`config.mk`:
```
export PLATFORM = sky130hd
export DESIGN_NAME = gctb_ctrl
export DESIGN_NICKNAME = d
export VERILOG_FILES = /design/src/rtl/gctb_pkg.sv /design/src/rtl/gctb_ctrl.sv
export SDC_FILE = /design/constraint.sdc
export NUM_CORES = 1
export LEC_CHECK = 0
export CELL_PAD_IN_SITES_DETAIL_PLACEMENT = 1
export CELL_PAD_IN_SITES_GLOBAL_PLACEMENT = 2
export CORE_ASPECT_RATIO = 0.8
export CORE_MARGIN = 5
export CORE_UTILIZATION = 39
export CTS_BUF_LIST = sky130_fd_sc_hd__clkbuf_2
export DETAILED_ROUTE_END_ITERATION = 7
export DONT_BUFFER_PORTS = 1
export HOLD_SLACK_MARGIN = 0.12
export PLACE_DENSITY_LB_ADDON = 0.05
export REMOVE_ABC_BUFFERS = 1
export SLEW_MARGIN = 25
export SYNTH_ARGS = -nofsm -noshare
export SYNTH_HDL_FRONTEND = slang
export SYNTH_SLANG_ARGS = --single-unit
export TNS_END_PERCENT = 50
```
`constraint.sdc`:
```
create_clock -name clk_i -period 3.09 [get_ports clk_i]
set_input_delay 0.1545 -clock clk_i [delete_from_list [all_inputs] [get_ports clk_i]]
set_output_delay 0.1545 -clock clk_i [all_outputs]
set_load 0.01 [all_outputs]
```
`src/rtl/gctb_pkg.sv`:
```
// ----------------------------------------------------------------------------
// gctb_pkg: shared types and constants
// Field widths, item kinds, register indexes and the controller/datapath
// command and status structs of the gradient color table builder.
// ----------------------------------------------------------------------------
package gctb_pkg;

  localparam int unsigned DEF_MAX_STOPS = 16;
  localparam int unsigned RAMP_ENTRIES  = 256;
  localparam int unsigned TBL_DEPTH     = 2 * RAMP_ENTRIES;
  localparam int unsigned TBL_AW        = $clog2(TBL_DEPTH);

  localparam int unsigned CH_W      = 8;
  localparam int unsigned NUM_LANES = 4;
  localparam int unsigned COL_W     = NUM_LANES * CH_W;
  localparam int unsigned POS_W     = 8;
  localparam int unsigned SLOT_W    = 4;
  localparam int unsigned KIND_W    = 2;
  localparam int unsigned CNT_W     = 5;

  localparam int unsigned CFG_IDX_W  = 2;
  localparam int unsigned CFG_DATA_W = 5;

  // item kinds
  localparam logic [KIND_W-1:0] KIND_STOP_WR = 2'd0;
  localparam logic [KIND_W-1:0] KIND_BUILD   = 2'd1;
  localparam logic [KIND_W-1:0] KIND_READ    = 2'd2;

  // register indexes
  localparam logic [CFG_IDX_W-1:0] CFG_STOP_COUNT = 2'd0;
  localparam logic [CFG_IDX_W-1:0] CFG_REFLECT    = 2'd1;
  localparam logic [CFG_IDX_W-1:0] CFG_SWAP       = 2'd2;

  // table write data source
  typedef enum logic [1:0] {
    WSRC_ZERO,
    WSRC_STOP,
    WSRC_INTERP
  } wsrc_e;

  typedef struct packed {
    logic              stop_wr;
    logic              stop_rd;
    logic              load_a;
    logic              div_start;
    logic              interp_step;
    logic              tbl_wr;
    logic [TBL_AW-1:0] tbl_wr_addr;
    wsrc_e             tbl_wr_src;
    logic              item_rd;
    logic              refl_rd;
    logic [TBL_AW-1:0] tbl_rd_addr;
  } dp_cmd_t;

  typedef struct packed {
    logic [POS_W-1:0] a_pos;
    logic [POS_W-1:0] b_pos;
    logic             rising;
    logic             div_busy;
    logic             s1_free;
    logic             s1_empty;
    logic             reflect;
  } dp_sts_t;

endpackage

```
`src/rtl/gctb_ctrl.sv`:
```
// ----------------------------------------------------------------------------
// gctb_ctrl: controller
// Accepts items and sequences a build: clear or stop-0 fill, segment
// interpolation, tail fill and mirror copy.
// ----------------------------------------------------------------------------
module gctb_ctrl #(
  parameter  int unsigned MAX_STOPS = gctb_pkg::DEF_MAX_STOPS,
  localparam int unsigned SW        = $clog2(MAX_STOPS),
  localparam int unsigned NW        = $clog2(MAX_STOPS + 1)
) (
  input  logic                          clk_i,
  input  logic                          rst_ni,
  input  logic                          in_valid_i,
  input  logic [gctb_pkg::KIND_W-1:0]   in_kind_i,
  output logic                          in_ready_o,
  input  gctb_pkg::dp_sts_t             sts_i,
  input  logic [NW-1:0]                 n_stops_i,
  output gctb_pkg::dp_cmd_t             cmd_o,
  output logic [SW-1:0]                 stop_raddr_o
);
  import gctb_pkg::*;

  localparam logic [3:0] ST_IDLE     = 4'd0;
  localparam logic [3:0] ST_CLEAR    = 4'd1;
  localparam logic [3:0] ST_LD0      = 4'd2;
  localparam logic [3:0] ST_LD0W     = 4'd3;
  localparam logic [3:0] ST_FILL0    = 4'd4;
  localparam logic [3:0] ST_SEG_RD   = 4'd5;
  localparam logic [3:0] ST_SEG_CHK  = 4'd6;
  localparam logic [3:0] ST_DIV      = 4'd7;
  localparam logic [3:0] ST_INTERP   = 4'd8;
  localparam logic [3:0] ST_TAIL     = 4'd9;
  localparam logic [3:0] ST_REFL     = 4'd10;
  localparam logic [3:0] ST_REFL_END = 4'd11;

  logic [3:0]        state_q, state_d;
  logic [TBL_AW-1:0] cnt_q, cnt_d;
  logic [TBL_AW-1:0] tail_q, tail_d;
  logic [NW-1:0]     k_q, k_d;
  logic              accept;
  logic [TBL_AW-1:0] clr_last;
  logic [TBL_AW-1:0] cnt_inc;
  logic [NW:0]       k_plus2;
  logic              more_segs;

  assign clr_last  = sts_i.reflect ? TBL_AW'(TBL_DEPTH - 1) : TBL_AW'(RAMP_ENTRIES - 1);
  assign cnt_inc   = cnt_q + 1'b1;
  assign k_plus2   = {1'b0, k_q} + (NW+1)'(2);
  assign more_segs = (k_plus2 < {1'b0, n_stops_i});

  always_comb begin
    in_ready_o = 1'b0;
    if (state_q == ST_IDLE) begin
      case (in_kind_i)
        KIND_READ:  in_ready_o = sts_i.s1_free;
        KIND_BUILD: in_ready_o = sts_i.s1_empty;
        default:    in_ready_o = 1'b1;
      endcase
    end
  end

  assign accept = in_valid_i && in_ready_o;

  always_comb begin
    state_d      = state_q;
    cnt_d        = cnt_q;
    tail_d       = tail_q;
    k_d          = k_q;
    cmd_o        = '0;
    stop_raddr_o = '0;

    unique case (state_q)
      ST_IDLE: begin
        cmd_o.stop_wr = accept && (in_kind_i == KIND_STOP_WR);
        cmd_o.item_rd = accept && (in_kind_i == KIND_READ);
        if (accept && (in_kind_i == KIND_BUILD)) begin
          cnt_d   = '0;
          state_d = (n_stops_i == '0) ? ST_CLEAR : ST_LD0;
        end
      end
      ST_CLEAR: begin
        cmd_o.tbl_wr      = 1'b1;
        cmd_o.tbl_wr_addr = cnt_q;
        cmd_o.tbl_wr_src  = WSRC_ZERO;
        cnt_d             = cnt_inc;
        if (cnt_q == clr_last) begin
          state_d = ST_IDLE;
        end
      end
      ST_LD0: begin
        cmd_o.stop_rd = 1'b1;
        state_d       = ST_LD0W;
      end
      ST_LD0W: begin
        cmd_o.load_a = 1'b1;
        cnt_d        = '0;
        state_d      = ST_FILL0;
      end
      ST_FILL0: begin
        cmd_o.tbl_wr      = 1'b1;
        cmd_o.tbl_wr_addr = cnt_q;
        cmd_o.tbl_wr_src  = WSRC_STOP;
        cnt_d             = cnt_inc;
        if (cnt_q == TBL_AW'(sts_i.a_pos)) begin
          // with no rising segment the tail starts just past stop 0
          tail_d = TBL_AW'(sts_i.a_pos) + 1'b1;
          k_d    = '0;
          if (n_stops_i > NW'(1)) begin
            state_d = ST_SEG_RD;
          end else begin
            cnt_d   = TBL_AW'(sts_i.a_pos) + 1'b1;
            state_d = ST_TAIL;
          end
        end
      end
      ST_SEG_RD: begin
        cmd_o.stop_rd = 1'b1;
        stop_raddr_o  = SW'(k_q + 1'b1);
        state_d       = ST_SEG_CHK;
      end
      ST_SEG_CHK: begin
        if (sts_i.rising) begin
          cmd_o.div_start = 1'b1;
          cnt_d           = TBL_AW'(sts_i.a_pos);
          state_d         = ST_DIV;
        end else begin
          cmd_o.load_a = 1'b1;
          k_d          = k_q + 1'b1;
          if (more_segs) begin
            state_d = ST_SEG_RD;
          end else begin
            cnt_d   = tail_q;
            state_d = ST_TAIL;
          end
        end
      end
      ST_DIV: begin
        if (!sts_i.div_busy) begin
          state_d = ST_INTERP;
        end
      end
      ST_INTERP: begin
        cmd_o.tbl_wr      = 1'b1;
        cmd_o.tbl_wr_addr = cnt_q;
        cmd_o.tbl_wr_src  = WSRC_INTERP;
        cmd_o.interp_step = 1'b1;
        cnt_d             = cnt_inc;
        if (cnt_inc == TBL_AW'(sts_i.b_pos)) begin
          tail_d       = TBL_AW'(sts_i.b_pos);
          cmd_o.load_a = 1'b1;
          k_d          = k_q + 1'b1;
          if (more_segs) begin
            state_d = ST_SEG_RD;
          end else begin
            cnt_d   = TBL_AW'(sts_i.b_pos);
            state_d = ST_TAIL;
          end
        end
      end
      ST_TAIL: begin
        if (cnt_q == TBL_AW'(RAMP_ENTRIES)) begin
          cnt_d   = '0;
          state_d = sts_i.reflect ? ST_REFL : ST_IDLE;
        end else begin
          cmd_o.tbl_wr      = 1'b1;
          cmd_o.tbl_wr_addr = cnt_q;
          cmd_o.tbl_wr_src  = WSRC_STOP;
          cnt_d             = cnt_inc;
        end
      end
      ST_REFL: begin
        // read entry 255-j; the datapath writes it to 256+j next cycle
        cmd_o.refl_rd     = 1'b1;
        cmd_o.tbl_rd_addr = TBL_AW'(RAMP_ENTRIES - 1) - cnt_q;
        cnt_d             = cnt_inc;
        if (cnt_q == TBL_AW'(RAMP_ENTRIES - 1)) begin
          state_d = ST_REFL_END;
        end
      end
      ST_REFL_END: begin
        state_d = ST_IDLE;
      end
      default: begin
        state_d = ST_IDLE;
      end
    endcase
  end

  always_ff @(posedge clk_i or negedge rst_ni) begin
    if (!rst_ni) begin
      state_q <= ST_IDLE;
      cnt_q   <= '0;
      tail_q  <= '0;
      k_q     <= '0;
    end else begin
      state_q <= state_d;
      cnt_q   <= cnt_d;
      tail_q  <= tail_d;
      k_q     <= k_d;
    end
  end

endmodule

```
**Yosys cells after proc, flatten, opt, wreduce, memory -nomap -nowiden**

Cells that the tools add are included.

- Logic and storage cells: 98
- RAM bits: 0
- Input bits: 31
- Output and inout port bits: 33
- Latch bits: 0
- Flip-flop bits (word level): 27
- Memories: 0
- Memory bits (read-only): 0

- Bitwise operators: 0
- Muxes and demuxes: 45
- $lt $le $gt $ge: 2
- $mul: 0
- Reduce and logical (&&, ||, !) cells: 16
- Add/subtract/negate cells: 5
- Shift-type cells: 0
- Equal/unequal tests: 26
- Div/mod/pow operators: 0

Operator list:

| cell | number |
|---|---|
| $mux W9 | 11 |
| $pmux W9 S7 | 1 |
| $mux W4 | 12 |
| $pmux W12 S4 | 1 |
| $pmux W4 S11 | 1 |
| $eq A9 B8 Y1 | 2 |
| $pmux W9 S2 | 1 |
| $eq A4 B3 Y1 const B | 4 |
| $mux W5 | 3 |
| $pmux W5 S3 | 1 |
| $ne A2 B2 Y1 const B | 7 |
| $eq A4 B4 Y1 const B | 3 |
| $mux W12 | 1 |
| $mux W10 | 1 |
| $add A8 B1 Y9 const B | 1 |
| $add A9 B1 Y9 const B | 1 |
| $eq A9 B8 Y1 const B | 1 |
| $eq A9 B9 Y1 | 1 |
| $eq A9 B9 Y1 const B | 1 |
| $mux W1 | 9 |
| $sub A8 B9 Y9 const A | 1 |
| $eq A4 B2 Y1 const B | 2 |
| $reduce_and A7 Y1 | 1 |
| $reduce_bool A7 Y1 | 1 |
| other kinds (21) | 26 |

**Longest topological paths before layout**

- Word-level depth: 7
- Depth in mapped cells: 11

**Worst setup path after synthesis**

No wires, ideal clock.

- Kind: register -> register
- Start point: reg k_q[3]
- End point: reg cnt_q[4]
- Library setup time: 0.132 ns
- Arrival time: 2.598 ns
- Stages on the path, launching flop included: 12
- Setup slack: 0.360 ns
- Clock period less this slack: 2.730 ns
- Cell sequence: dfrtp_1 clkbuf_1 nand3_1 xnor2_1 ha_1 a21oi_1 o211ai_1 o221a_2 buf_2 and2_1 a222oi_1 or3b_1

- Longest elaborated chain between the ends: 5

Ends and longest elaborated chain:

| what | RTL line | source |
|---|---|---|
| start: declaration | gctb_ctrl.sv:39 | `logic [NW-1:0] k_q, k_d;` |
| start signal: assignment | gctb_ctrl.sv:199 | `k_q <= k_d;` |
| $add A5 B2 Y6 (*) | gctb_ctrl.sv:48 | `assign k_plus2 = {1'b0, k_q} + (NW+1)'(2);` |
| $lt A6 B5 Y1 (*) | gctb_ctrl.sv:49 | `assign more_segs = (k_plus2 < {1'b0, n_stops_i});` |
| $mux W9 | gctb_ctrl.sv:152 | `if (more_segs) begin` |
| $mux W9 | gctb_ctrl.sv:148 | `if (cnt_inc == TBL_AW'(sts_i.b_pos)) begin` |
| $pmux W9 S7 | gctb_ctrl.sv:72 | `unique case (state_q)` |
| end signal: assignment | gctb_ctrl.sv:197 | `cnt_q <= cnt_d;` |
| end: declaration | gctb_ctrl.sv:37 | `logic [TBL_AW-1:0] cnt_q, cnt_d;` |

Every way passes the cells marked *; elsewhere a longest branch is shown, timed or not.
A chain may end at the register's enable or synchronous reset.

==> results.cfg <==
[status]
status = completed

[synthesis]
synth_compound_area_share_pct = 20.4
muxShareOfSynthArea_pct = 8.17
synth_common_cells = nand2_1 (37), nor2_1 (33), dfrtp_1 (27)
synthAdderAreaFrac_pct = 4.85
netlist_instances = 386
synthXorXnorAreaFrac_pct = 11.2
synth_edf_count = 0
synth_top_family_by_area = simple AND/OR/NAND/NOR gates
yosys_register_bits = 27
synth-async-reset-ratio_pct = 100
synth_area_sq_um = 3090
post-synth-top-area-cell = dfrtp_1
ys_seq_area_share_pct = 21.8
yosys.area_share.simple_pct = 26.2
yosysWarnings = 0
synth.most_common_cell = nand2_1
synth_area_leaders = dfrtp_1 (22%), xor2_1 (5.1%), ha_1 (4.9%), mux2i_1 (4.5%), nand2_1 (4.5%)
synth_top_cell_area_share_pct = 21.8
synth.avg_cell_area_sq_um = 8.02
yosysUniqueCellTypes = 71
ys.flop_type = dfrtp_1

[power]
power.density_nw_per_um2 = 176
ir_drop_uv = 142
power.leakage_nw = 1.59

[sta]
fin_crit_sh_pct = 96.7
rsz0062_at_grt = no
slew_headroom_pct = 59.1
worst_pin_slew_ns = 0.613
setup_violations = 0
final-max-slew-violation-count = 0
skew_ns = 0.0220
setup_ws_ns = 0.100
fin_tns_setup_ns = 0
final_hold_viol_count = 0
max_freq_ghz = 0.335
period_needed_ns = 2.99

[setup_path]
path_class = flip-flop to output pin
critical_path_required_ns = 2.94
path_cells = ha_1, and3_1, xnor3_1, nand2_1, or4_4, o31ai_4, a31o_2
endpoint_kind = output pin
critPathLaunchType = flip-flop
crit_family = simple AND/OR/NAND/NOR gates
path_depth = 7
regToRegSetupSlack_ns = 0.11
path_buf_inv = 0
rr_worst_depth = 8
cp.arrival_ns = 2.84
cp_slowest_cell = or4_4
max_stage_delay_ns = 0.59
cp_max_fo = 7

[drt]
initialDrtViolationCount = 179
ant_nets = 0
dr_total_vias = 3059
drt_wl_total_microns = 11400
post_drt_wl_per_cell_microns = 22.0
via_per_inst = 5.91
dr.pass1.iters = 5
drc = 0

[flow_run]
maxCapViolCount = 0

[clocking]
cts_tree = yes
h-tree-depth = 1
cts-root-buf = clkbuf_2
cts_sinks = 27
postCtsSetupBuffers = 0
clk_path_buf_depth = 2
cts.clk_slew.worst_paths_ns = 0.31
numCtsBuffers = 3
clkLatencyLatePin_ns = 0.41

[place]
place_ws_ns = 0.220
dp_hpwl_microns = 8740
dpl_cell_area_sq_um = 3250
gp_congestion = 0.873
io_buffers = 0

[final_layout]
syn_to_final_growth_pct = 14.4
nets = 454
fill_cells = 981
drive_above_1_share_pct = 11.5
n_antenna_cell = 0
fin_area_sq_um = 3540

[hold_path]
holdPathStages = 4
hp-class = input port to flip-flop

[floorplan]
dieHeight_microns = 89.7
core-area_sq_um = 7840
die_x_microns = 110
start_util_pct = 39.5
fp.dieArea_sq_um = 9830
num_rows = 29
ios = 64

[grt]
grt_antenna_before_repair = 0
first_global_vias = 3106
grt_pass1_wl_microns = 17600
grt_max_degree = 22
grt.total_usage_pct = 23.4
overflow = 0
## metal layers
layer | global-route usage (%) | wire length [microns]
met1 | 36.2 | 5800
met2 | 35.2 | 4850
met3 | 3.72 | 657
met4 | 2.49 | 95
met5 | 0 | 0
## area by class of cell
cell class,instances,area (sq um),area share (%)
multi-input combinational,312,2210,62.5
sequential,27,677,19.1
timing repair buffer,46,415,11.7
tap,108,135,3.82
inverter,21,78.8,2.23
clock buffer,4,20.0,0.566
## report_power, final
group	total [W]	internal, W	switching (W)
logic	0.000105	0.0000555	0.0000492
registers	0.000358	0.000356	0.00000217
clock network	0.000161	0.0000340	0.000127
## final timing paths
path / endpoint / from
hold reg to reg: tail_q[3] / tail_q[3]
setup / recovery: cmd_o[25] / cnt_q[0]
max in group asynchronous: k_q[0] / rst_ni
min in group asynchronous: state_q[3] / rst_ni
hold / removal: tail_q[6] / sts_i[19]
setup reg to reg: tail_q[4] / cnt_q[0]
## cell usage in the layout (no fill, tap or decap), types with 4 or more instances in the layout
cell type	n
inv_1	21
nand2_1	37
and2_1	5
ha_1	12
o21ai_0	11
and3_1	8
nor2b_1	7
nand2b_1	8
a211oi_1	5
dlygate4sd3_1	23
o211ai_1	5
nor3_1	15
nand4_1	4
o31ai_1	4
xnor2_1	14
dfrtp_1	26
mux2_1	8
clkbuf_2	4
xor2_1	18
o22ai_1	6
nor2_1	33
mux2i_1	14
a21oi_1	19
nand3_1	17
buf_4	22
## cells by family after synthesis
group	after synthesis
flip-flops	27
buffers and inverters	47
AO/OA/AOI/OAI	88
AND/OR/NAND/NOR	153
XOR/XNOR	35
multiplexers	24
adder cells (fa/ha/maj)	12
## sequential cells by signal (all words and copies together) (netlist names)
register	flops
cnt_q	9
tail_q	9
state_q	4
k_q	5
## timing repair
action                                  CTS  global route
resized for setup                         2             2
gates cloned                              0             0
endpoints found under the setup margin    1             6
hold buffers                             24             0
hold endpoints to repair                 43             0
## worst min-delay path, stage by stage
cell	delay, ns
inv_1	0.06
xnor2_1	0.12
mux2i_1	0.14
mux2i_1	0.08
## per-stage QoR
| stage | util, % | cells | hold WS (ns) | power [W] |
|---|---|---|---|---|
| after floorplan | - | 360 | -0.141 | 0.000414 |
| after global placement | 41.5 | 490 | -0.140 | 0.000427 |
| after detailed placement | 41.5 | 490 | -0.140 | 0.000429 |
| after CTS | 45.0 | 518 | 0.129 | 0.000626 |
| after global routing | 45.1 | 518 | 0.165 | 0.000645 |
| final | 45.1 | 518 | 0.163 | 0.000624 |
(Power assumes the default switching activity.)
